[config.mk]
export PLATFORM = sky130hd
export DESIGN_NAME = life_grid_generation_step
export DESIGN_NICKNAME = d
export VERILOG_FILES = /design/src/sv/lgs_pkg.sv /design/src/sv/life_grid_generation_step.sv
export SDC_FILE = /design/constraint.sdc
export NUM_CORES = 1
export LEC_CHECK = 0
export BUFFER_PORTS_ARGS = -buffer_cell sky130_fd_sc_hd__buf_2
export CAP_MARGIN = 20
export CORE_MARGIN = 5
export CORE_UTILIZATION = 60
export DETAILED_ROUTE_END_ITERATION = 6
export PLACE_DENSITY = 0.75
export REMOVE_ABC_BUFFERS = 1
export SYNTH_ARGS = -nofsm -noshare
export SYNTH_HDL_FRONTEND = slang
export SYNTH_SLANG_ARGS = --single-unit
[constraint.sdc]
create_clock -name clk -period 5.9 [get_ports clk]
set_clock_uncertainty 0.15 [all_clocks]
set_input_delay 0.295 -clock clk [delete_from_list [all_inputs] [get_ports clk]]
set_output_delay 0.295 -clock clk [all_outputs]
set_load 0.03 [all_outputs]
[src/sv/lgs_pkg.sv]
// ----------------------------------------------------------------------------
// lgs_pkg: shared definitions for the life grid generation step
// Grid size, command codes, the row word type and the B3/S23 cell rule.
// ----------------------------------------------------------------------------
package lgs_pkg;

    localparam int GRID_WIDTH  = 32;
    localparam int GRID_HEIGHT = 32;

    localparam int COL_W = $clog2(GRID_WIDTH);
    localparam int ROW_W = $clog2(GRID_HEIGHT);

    localparam int CMD_W = 2;

    localparam logic [CMD_W-1:0] CMD_WRITE = 2'd0;
    localparam logic [CMD_W-1:0] CMD_STEP  = 2'd1;
    localparam logic [CMD_W-1:0] CMD_READ  = 2'd2;

    localparam logic [3:0] BIRTH_COUNT   = 4'd3;
    localparam logic [3:0] SURVIVE_COUNT = 4'd2;

    typedef logic [GRID_WIDTH-1:0] row_word_t;

    // Next state of one cell from its 3x3 neighborhood, given as three
    // three-bit slices; the center bit of the middle slice is the cell.
    function automatic logic life_rule(input logic [2:0] above,
                                       input logic [2:0] middle,
                                       input logic [2:0] below);
        logic [3:0] count;
        count = 4'd0;
        for (int i = 0; i < 3; i++)
        begin
            count = count + {3'd0, above[i]} + {3'd0, below[i]};
        end
        count = count + {3'd0, middle[0]} + {3'd0, middle[2]};
        if (middle[1])
            life_rule = (count == SURVIVE_COUNT) || (count == BIRTH_COUNT);
        else
            life_rule = (count == BIRTH_COUNT);
    endfunction

endpackage

[src/sv/life_grid_generation_step.sv]
// ----------------------------------------------------------------------------
// life_grid_generation_step: bounded Conway B3/S23 grid with one-cell updates
// Write, read or advance the grid by one generation; report one cell.
// ----------------------------------------------------------------------------
// A write or read item goes through S_LOOK and S_LOOK_W after the edge that accepts
// it, then raises done. A step item primes row 0 (S_PRIME, S_PRIME_W), then per row
// fetches the row below (S_FETCH, S_FETCH_W), takes each cell through the single
// neighbor-count unit (S_CALC) and writes the new row back (S_STORE), then does the lookup
// (S_LOOK, S_LOOK_W). busy falls in the done cycle; no new item is taken while busy.
// Results cannot be stalled; reset clears the per-row valid bits, so all cells read dead.
module life_grid_generation_step
    import lgs_pkg::*;
(
    input  logic             clk,
    input  logic             rst_n,
    input  logic             start,
    output logic             busy,
    input  logic [CMD_W-1:0] cmd,
    input  logic [4:0]       col,
    input  logic [4:0]       row,
    input  logic             cell_value,
    output logic             done,
    output logic             cell_alive
);

    localparam logic [3:0] S_IDLE    = 4'd0;
    localparam logic [3:0] S_PRIME   = 4'd1;
    localparam logic [3:0] S_PRIME_W = 4'd2;
    localparam logic [3:0] S_FETCH   = 4'd3;
    localparam logic [3:0] S_FETCH_W = 4'd4;
    localparam logic [3:0] S_CALC    = 4'd5;
    localparam logic [3:0] S_STORE   = 4'd6;
    localparam logic [3:0] S_LOOK    = 4'd7;
    localparam logic [3:0] S_LOOK_W  = 4'd8;

    logic [3:0]       state_reg, state_next;
    logic [CMD_W-1:0] cmd_reg, cmd_next;
    logic [COL_W-1:0] col_reg, col_next;
    logic [ROW_W-1:0] row_reg, row_next;
    logic             val_reg, val_next;
    logic             inside_reg, inside_next;
    logic [ROW_W-1:0] row_cnt_reg, row_cnt_next;
    logic [COL_W-1:0] col_cnt_reg, col_cnt_next;
    row_word_t        above_reg, above_next;
    row_word_t        cur_reg, cur_next;
    row_word_t        below_reg, below_next;
    row_word_t        new_row_reg, new_row_next;
    logic             done_reg, done_next;
    logic             alive_reg, alive_next;

    // Row memory with one write and one registered read port.
    row_word_t              mem [GRID_HEIGHT];
    logic [GRID_HEIGHT-1:0] row_valid_reg;
    row_word_t              rd_word_reg;
    logic                   rd_ok_reg;
    logic [ROW_W-1:0]       rd_addr;
    logic [ROW_W-1:0]       wr_addr;
    row_word_t              wr_data;
    logic                   wr_en;
    row_word_t              rd_data;

    logic [GRID_WIDTH+1:0] pad_above, pad_cur, pad_below;
    logic [COL_W:0]        win_idx;
    logic                  cell_next;
    logic                  last_row, last_col;
    row_word_t             patched;

    assign rd_data = rd_ok_reg ? rd_word_reg : '0;

    always_ff @(posedge clk)
    begin
        if (wr_en)
            mem[wr_addr] <= wr_data;
        rd_word_reg <= mem[rd_addr];
    end

    always_ff @(posedge clk or negedge rst_n)
    begin
        if (!rst_n)
        begin
            row_valid_reg <= '0;
            rd_ok_reg     <= 1'b0;
        end
        else
        begin
            if (wr_en)
                row_valid_reg[wr_addr] <= 1'b1;
            rd_ok_reg <= row_valid_reg[rd_addr];
        end
    end

    // Neighbor window of the current column; the padding makes the edges dead.
    assign pad_above = {1'b0, above_reg, 1'b0};
    assign pad_cur   = {1'b0, cur_reg, 1'b0};
    assign pad_below = {1'b0, below_reg, 1'b0};
    assign win_idx   = {1'b0, col_cnt_reg};
    assign cell_next = life_rule(pad_above[win_idx +: 3], pad_cur[win_idx +: 3],
                                 pad_below[win_idx +: 3]);

    assign last_row = (row_cnt_reg == ROW_W'(GRID_HEIGHT - 1));
    assign last_col = (col_cnt_reg == COL_W'(GRID_WIDTH - 1));

    always_comb
    begin
        patched          = rd_data;
        patched[col_reg] = val_reg;
    end

    always_comb
    begin
        state_next   = state_reg;
        cmd_next     = cmd_reg;
        col_next     = col_reg;
        row_next     = row_reg;
        val_next     = val_reg;
        inside_next  = inside_reg;
        row_cnt_next = row_cnt_reg;
        col_cnt_next = col_cnt_reg;
        above_next   = above_reg;
        cur_next     = cur_reg;
        below_next   = below_reg;
        new_row_next = new_row_reg;
        done_next    = 1'b0;
        alive_next   = alive_reg;
        rd_addr      = row_reg;
        wr_addr      = row_reg;
        wr_data      = patched;
        wr_en        = 1'b0;

        unique case (state_reg)
            S_IDLE:
            begin
                if (start)
                begin
                    cmd_next    = cmd;
                    col_next    = col[COL_W-1:0];
                    row_next    = row[ROW_W-1:0];
                    val_next    = cell_value;
                    inside_next = (int'(col) < GRID_WIDTH) && (int'(row) < GRID_HEIGHT);
                    if (cmd == CMD_STEP)
                    begin
                        row_cnt_next = '0;
                        above_next   = '0;
                        state_next   = S_PRIME;
                    end
                    else
                    begin
                        state_next = S_LOOK;
                    end
                end
            end
            S_PRIME:
            begin
                rd_addr    = '0;
                state_next = S_PRIME_W;
            end
            S_PRIME_W:
            begin
                cur_next   = rd_data;
                state_next = S_FETCH;
            end
            S_FETCH:
            begin
                rd_addr    = row_cnt_reg + 1'b1;
                state_next = S_FETCH_W;
            end
            S_FETCH_W:
            begin
                below_next   = last_row ? '0 : rd_data;
                col_cnt_next = '0;
                state_next   = S_CALC;
            end
            S_CALC:
            begin
                new_row_next = {cell_next, new_row_reg[GRID_WIDTH-1:1]};
                col_cnt_next = col_cnt_reg + 1'b1;
                if (last_col)
                    state_next = S_STORE;
            end
            S_STORE:
            begin
                // The old rows stay in the buffers, so the new row can go back now.
                wr_en      = 1'b1;
                wr_addr    = row_cnt_reg;
                wr_data    = new_row_reg;
                above_next = cur_reg;
                cur_next   = below_reg;
                if (last_row)
                begin
                    state_next = S_LOOK;
                end
                else
                begin
                    row_cnt_next = row_cnt_reg + 1'b1;
                    state_next   = S_FETCH;
                end
            end
            S_LOOK:
            begin
                state_next = S_LOOK_W;
            end
            S_LOOK_W:
            begin
                done_next  = 1'b1;
                state_next = S_IDLE;
                if (!inside_reg)
                begin
                    alive_next = 1'b0;
                end
                else if (cmd_reg == CMD_WRITE)
                begin
                    wr_en      = 1'b1;
                    alive_next = val_reg;
                end
                else
                begin
                    alive_next = rd_data[col_reg];
                end
            end
            default:
            begin
                state_next = S_IDLE;
            end
        endcase
    end

    always_ff @(posedge clk or negedge rst_n)
    begin
        if (!rst_n)
        begin
            state_reg <= S_IDLE;
            done_reg  <= 1'b0;
        end
        else
        begin
            state_reg <= state_next;
            done_reg  <= done_next;
        end
    end

    always_ff @(posedge clk)
    begin
        cmd_reg     <= cmd_next;
        col_reg     <= col_next;
        row_reg     <= row_next;
        val_reg     <= val_next;
        inside_reg  <= inside_next;
        row_cnt_reg <= row_cnt_next;
        col_cnt_reg <= col_cnt_next;
        above_reg   <= above_next;
        cur_reg     <= cur_next;
        below_reg   <= below_next;
        new_row_reg <= new_row_next;
        alive_reg   <= alive_next;
    end

    assign busy       = (state_reg != S_IDLE);
    assign done       = done_reg;
    assign cell_alive = alive_reg;

endmodule
==> Flow_metrics.wiki <==
{| class="wikitable"
! Metric !! Value
|-
| Run status || finished with violations
|-
| Violations in the final reports || design-rule violations
|-
| Horiz. Die Dim || 304 um
|-
| Power density of the placed cells || 520 nW/um2
|-
| Synthesized area divided by synthesized cell count || 17.0 um2
|-
| Cell breakdown of the critical path || buf_12 -> mux4_2 -> mux4_2 -> mux2_2 -> fa_1 -> inv_1 -> fa_1 -> fa_1 -> inv_1 -> ha_1 -> fa_1 -> o21ai_0 -> nand2_1 -> nor3_1
|-
| GRT overflow || 0
|-
| Yosys Warn Count || 0
|-
| Summed area of non-filler cells in the final layout || 58500 um2
|-
| Combined area of all synthesized cells || 51800 um2
|-
| IO Pins || 19
|-
| Height of the chip || 304 um
|-
| Post-route setup slack || 716 ps
|-
| Clock latency on the worst-skew pair || 710 ps
|-
| Largest net degree at the start of global routing || 86
|-
| Number of search-and-repair iterations in the first detailed-routing pass || 7
|-
| Worst path max stage delay || 570 ps
|-
| Average routed wire per standard cell || 29.5 um
|-
| Overall via count from detail_route || 28800
|-
| Clk sinks || 1246
|-
| Data required time at the worst endpoint || 6290 ps
|-
| Remaining routing DRC violations || 1
|-
| Share of the clock period used by the worst path after layout || 87.9%
|-
| CP top delay family || adder cells
|-
| Timing-limited maximum frequency || 193 MHz
|-
| Normalized max-slew margin || 25.1%
|-
| Final cell count without fillers || 4403
|-
| Worst-path clk slew || 60 ps
|-
| Estimated wirelength of the detail-placed design || 78300 um
|-
| Initial core utilization || 60.6%
|-
| Share of async-settable or async-resettable flops after synthesis || 3.05%
|-
| Antenna violations before repair || 3
|-
| Highest fanout seen on the critical path || 82
|-
| Number of nets in the final layout || 3182
|-
| Peak VDD IR || 399 uV
|-
| Clock Tree Root || sky130_fd_sc_hd__clkbuf_16
|-
| Reg2reg setup slack || 720 ps
|-
| Fraction of layout cells with a size suffix above 1 || 16.3%
|-
| Floorplan die area || 92200 um2
|-
| Overall power || 30.4 mW
|-
| Slew at the pin closest to its max-slew limit || 1120 ps
|-
| Fin. Hold Viols || 0
|-
| Start-to-end type of the worst setup path || reg2reg
|-
| Area growth from synthesis to layout || 13.0%
|-
| Placed cell area || 54000 um2
|-
| Number of buffers added by the clock tree synthesis step || 118
|-
| Arr. time, crit path || 5570 ps
|-
| Overall routing resource usage || 27.6%
|-
| Cell at the slowest stage of the critical path || sky130_fd_sc_hd__mux4_2
|-
| Number of synthesized flops with an enable pin || 1176
|-
| Final setup TNS || 0 ps
|-
| Post-CTS setup buffer count || 0
|-
| Primary flip-flop cell chosen by synthesis mapping || sky130_fd_sc_hd__edfxtp_1
|-
| Final Max Tran Viols || 0
|-
| Static power due to leakage || 21.7 nW
|-
| Floorplan core area || 85400 um2
|-
| Final weighted congestion of routability-driven global placement || 0.902
|-
| Startpoint type of the worst setup path || flip-flop
|-
| Max reg flops || 1024
|-
| Cell Count Post-Placement || 4141
|-
| Largest register by flop count || mem
|-
| Detailed-route vias per instance || 6.55
|-
| Cell accounting for the most synthesized area || sky130_fd_sc_hd__edfxtp_1
|-
| Flop and latch count out of synthesis || 1246
|-
| Maximum count of clock buffers along a single path || 3
|-
| Number of setup violations in the final report || 0
|-
| Cells after synthesis || 3044
|-
| Reported max-cap violation count || 0
|-
| CTS tree || done
|-
| Area share of the largest cell type after synthesis || 68.2%
|-
| Most frequent cell on the critical path || sky130_fd_sc_hd__fa_1
|-
| Vias in the first global route || 28400
|-
| Wire length of the first global-routing pass || 189000 um
|-
| Initial DRC Count || 3512
|-
| Unrepaired setup endpoints after global routing || no
|-
| Number of filler instances in the final layout || 5586
|-
| Number of buffers and inverters on the critical path || 3
|-
| Count of port buffers added during placement || 18
|-
| Hold bufs inserted after CTS || 15
|-
| Top cells by area in the synthesized netlist || sky130_fd_sc_hd__edfxtp_1 (68%), sky130_fd_sc_hd__mux2i_1 (16%), sky130_fd_sc_hd__mux4_2 (3.7%)
|-
| Sequential cell area fraction in the yosys report || 71.3%
|-
| Post-CTS resize count || 0
|-
| Number of standard-cell rows in the floorplan || 107
|-
| Hold/Removal Path Class || in2reg
|-
| Distinct cell type count after synthesis || 54
|-
| Final wirelength || 130000 um
|-
| Post-route ant nets || 0
|-
| Shortest period the worst path allows || 5180 ps
|-
| H-tree level count || 3
|-
| Pre-CTS worst setup slack || 742 ps
|-
| Nature of the critical path endpoint || flip-flop
|}
## cell usage after synthesis, types with 6 or more instances
cell	instances
sky130_fd_sc_hd__edfxtp_1	1176
sky130_fd_sc_hd__mux2i_1	811
sky130_fd_sc_hd__o22ai_1	131
sky130_fd_sc_hd__nand2_1	129
sky130_fd_sc_hd__mux4_2	85
sky130_fd_sc_hd__buf_2	84
sky130_fd_sc_hd__nor2_1	80
sky130_fd_sc_hd__clkbuf_1	76
sky130_fd_sc_hd__o21ai_0	75
sky130_fd_sc_hd__a21oi_1	48
sky130_fd_sc_hd__and2_1	38
sky130_fd_sc_hd__dfrtp_1	38
sky130_fd_sc_hd__nor4_1	34
sky130_fd_sc_hd__a31oi_1	33
sky130_fd_sc_hd__dfxtp_1	32
sky130_fd_sc_hd__or2_2	29
sky130_fd_sc_hd__buf_1	19
sky130_fd_sc_hd__nand3_1	12
sky130_fd_sc_hd__nor2b_1	11
sky130_fd_sc_hd__buf_4	10
sky130_fd_sc_hd__inv_1	10
sky130_fd_sc_hd__nor3b_1	9
sky130_fd_sc_hd__ha_1	7
sky130_fd_sc_hd__nor3_1	7
sky130_fd_sc_hd__and3_1	6
sky130_fd_sc_hd__mux2_2	6
## final cells by class
| class | count | area, um2 | area share, % |
|---|---|---|---|
| Antenna cell | 1 | 2.50 | 0.00428 |
| Clock buffer | 170 | 3300 | 5.64 |
| Clock inverter | 53 | 633 | 1.08 |
| Inverter | 10 | 37.5 | 0.0642 |
| Multi-Input combinational cell | 1598 | 14400 | 24.6 |
| Sequential cell | 1246 | 36900 | 63.1 |
| Tap cell | 1144 | 1430 | 2.45 |
| Timing Repair Buffer | 181 | 1800 | 3.08 |
## power breakdown
part           leakage, nW  total, mW  internal (mW)  switching (mW)
clock                 1.90       7.62           4.42            3.20
sequential            11.6       12.4           11.8           0.574
combinational         8.22       10.4           4.10            6.31
## kinds of logic after synthesis
logic type | count (synthesis) | share of synthesized area (%)
adders and majority gates | 11 | 0.324
AOI/OAI and AO/OA | 305 | 3.45
muxes | 902 | 19.5
and+or+nand+nor | 375 | 3.59
buffers and inverters | 200 | 1.74
DFF | 1246 | 71.3
xor gates and xnor gates | 5 | 0.0846
## per-stage QoR
step	hold slack, ps	utilization [%]
detailed placement	282	63.3
global placement	281	63.1
finish	170	68.5
global route	179	68.5
floorplan	-151	-
CTS	147	68.0
## cells in the final DEF, fill, tap and decap left out, drive strengths merged, types with 3 or more instances in the layout
master          n
nor2b          11
a211oi          4
nor3            7
or2            33
xor2            3
dfrtp          38
a31oi          33
edfxtp       1176
nor4           34
o21ai          79
and2           38
dlygate4sd3    16
nand3b          4
ha              7
a21oi          48
nor2           80
nor3b          10
dfxtp          32
mux4           85
clkinvlp        6
clkbuf        171
nand3          12
inv            15
clkinv         30
and3            6
bufinv         12
o22ai         131
mux2i         811
nand2         130
buf           164
mux2            6
fa              4
## worst paths after layout
| path | cells past startpoint | startpoint | to |
|---|---|---|---|
| max | 14 | col_cnt_reg[0] | new_row_reg[31] |
| min | 2 | col[0] | col_reg[0] |
| max reg2reg | 14 | col_cnt_reg[0] | new_row_reg[31] |
| min reg2reg | 0 | new_row_reg[16] | new_row_reg[15] |
| max in group asynchronous | 4 | rst_n | state_reg[0] |
| min in group asynchronous | 3 | rst_n | row_valid_reg[30] |
## per-layer routing
| metal | up-vias | share of wire [%] | global-route usage (%) |
|---|---|---|---|
| met3 | 265 | 9.6 | 4.80 |
| met5 | - | 0 | 0 |
| met2 | 1564 | 47 | 44.1 |
| met4 | 0 | 3.9 | 9.64 |
| met1 | 14800 | 39 | 39.1 |
| li1 | 12300 | - | - |
No activity file was read; power rests on OpenSTA's default activity.
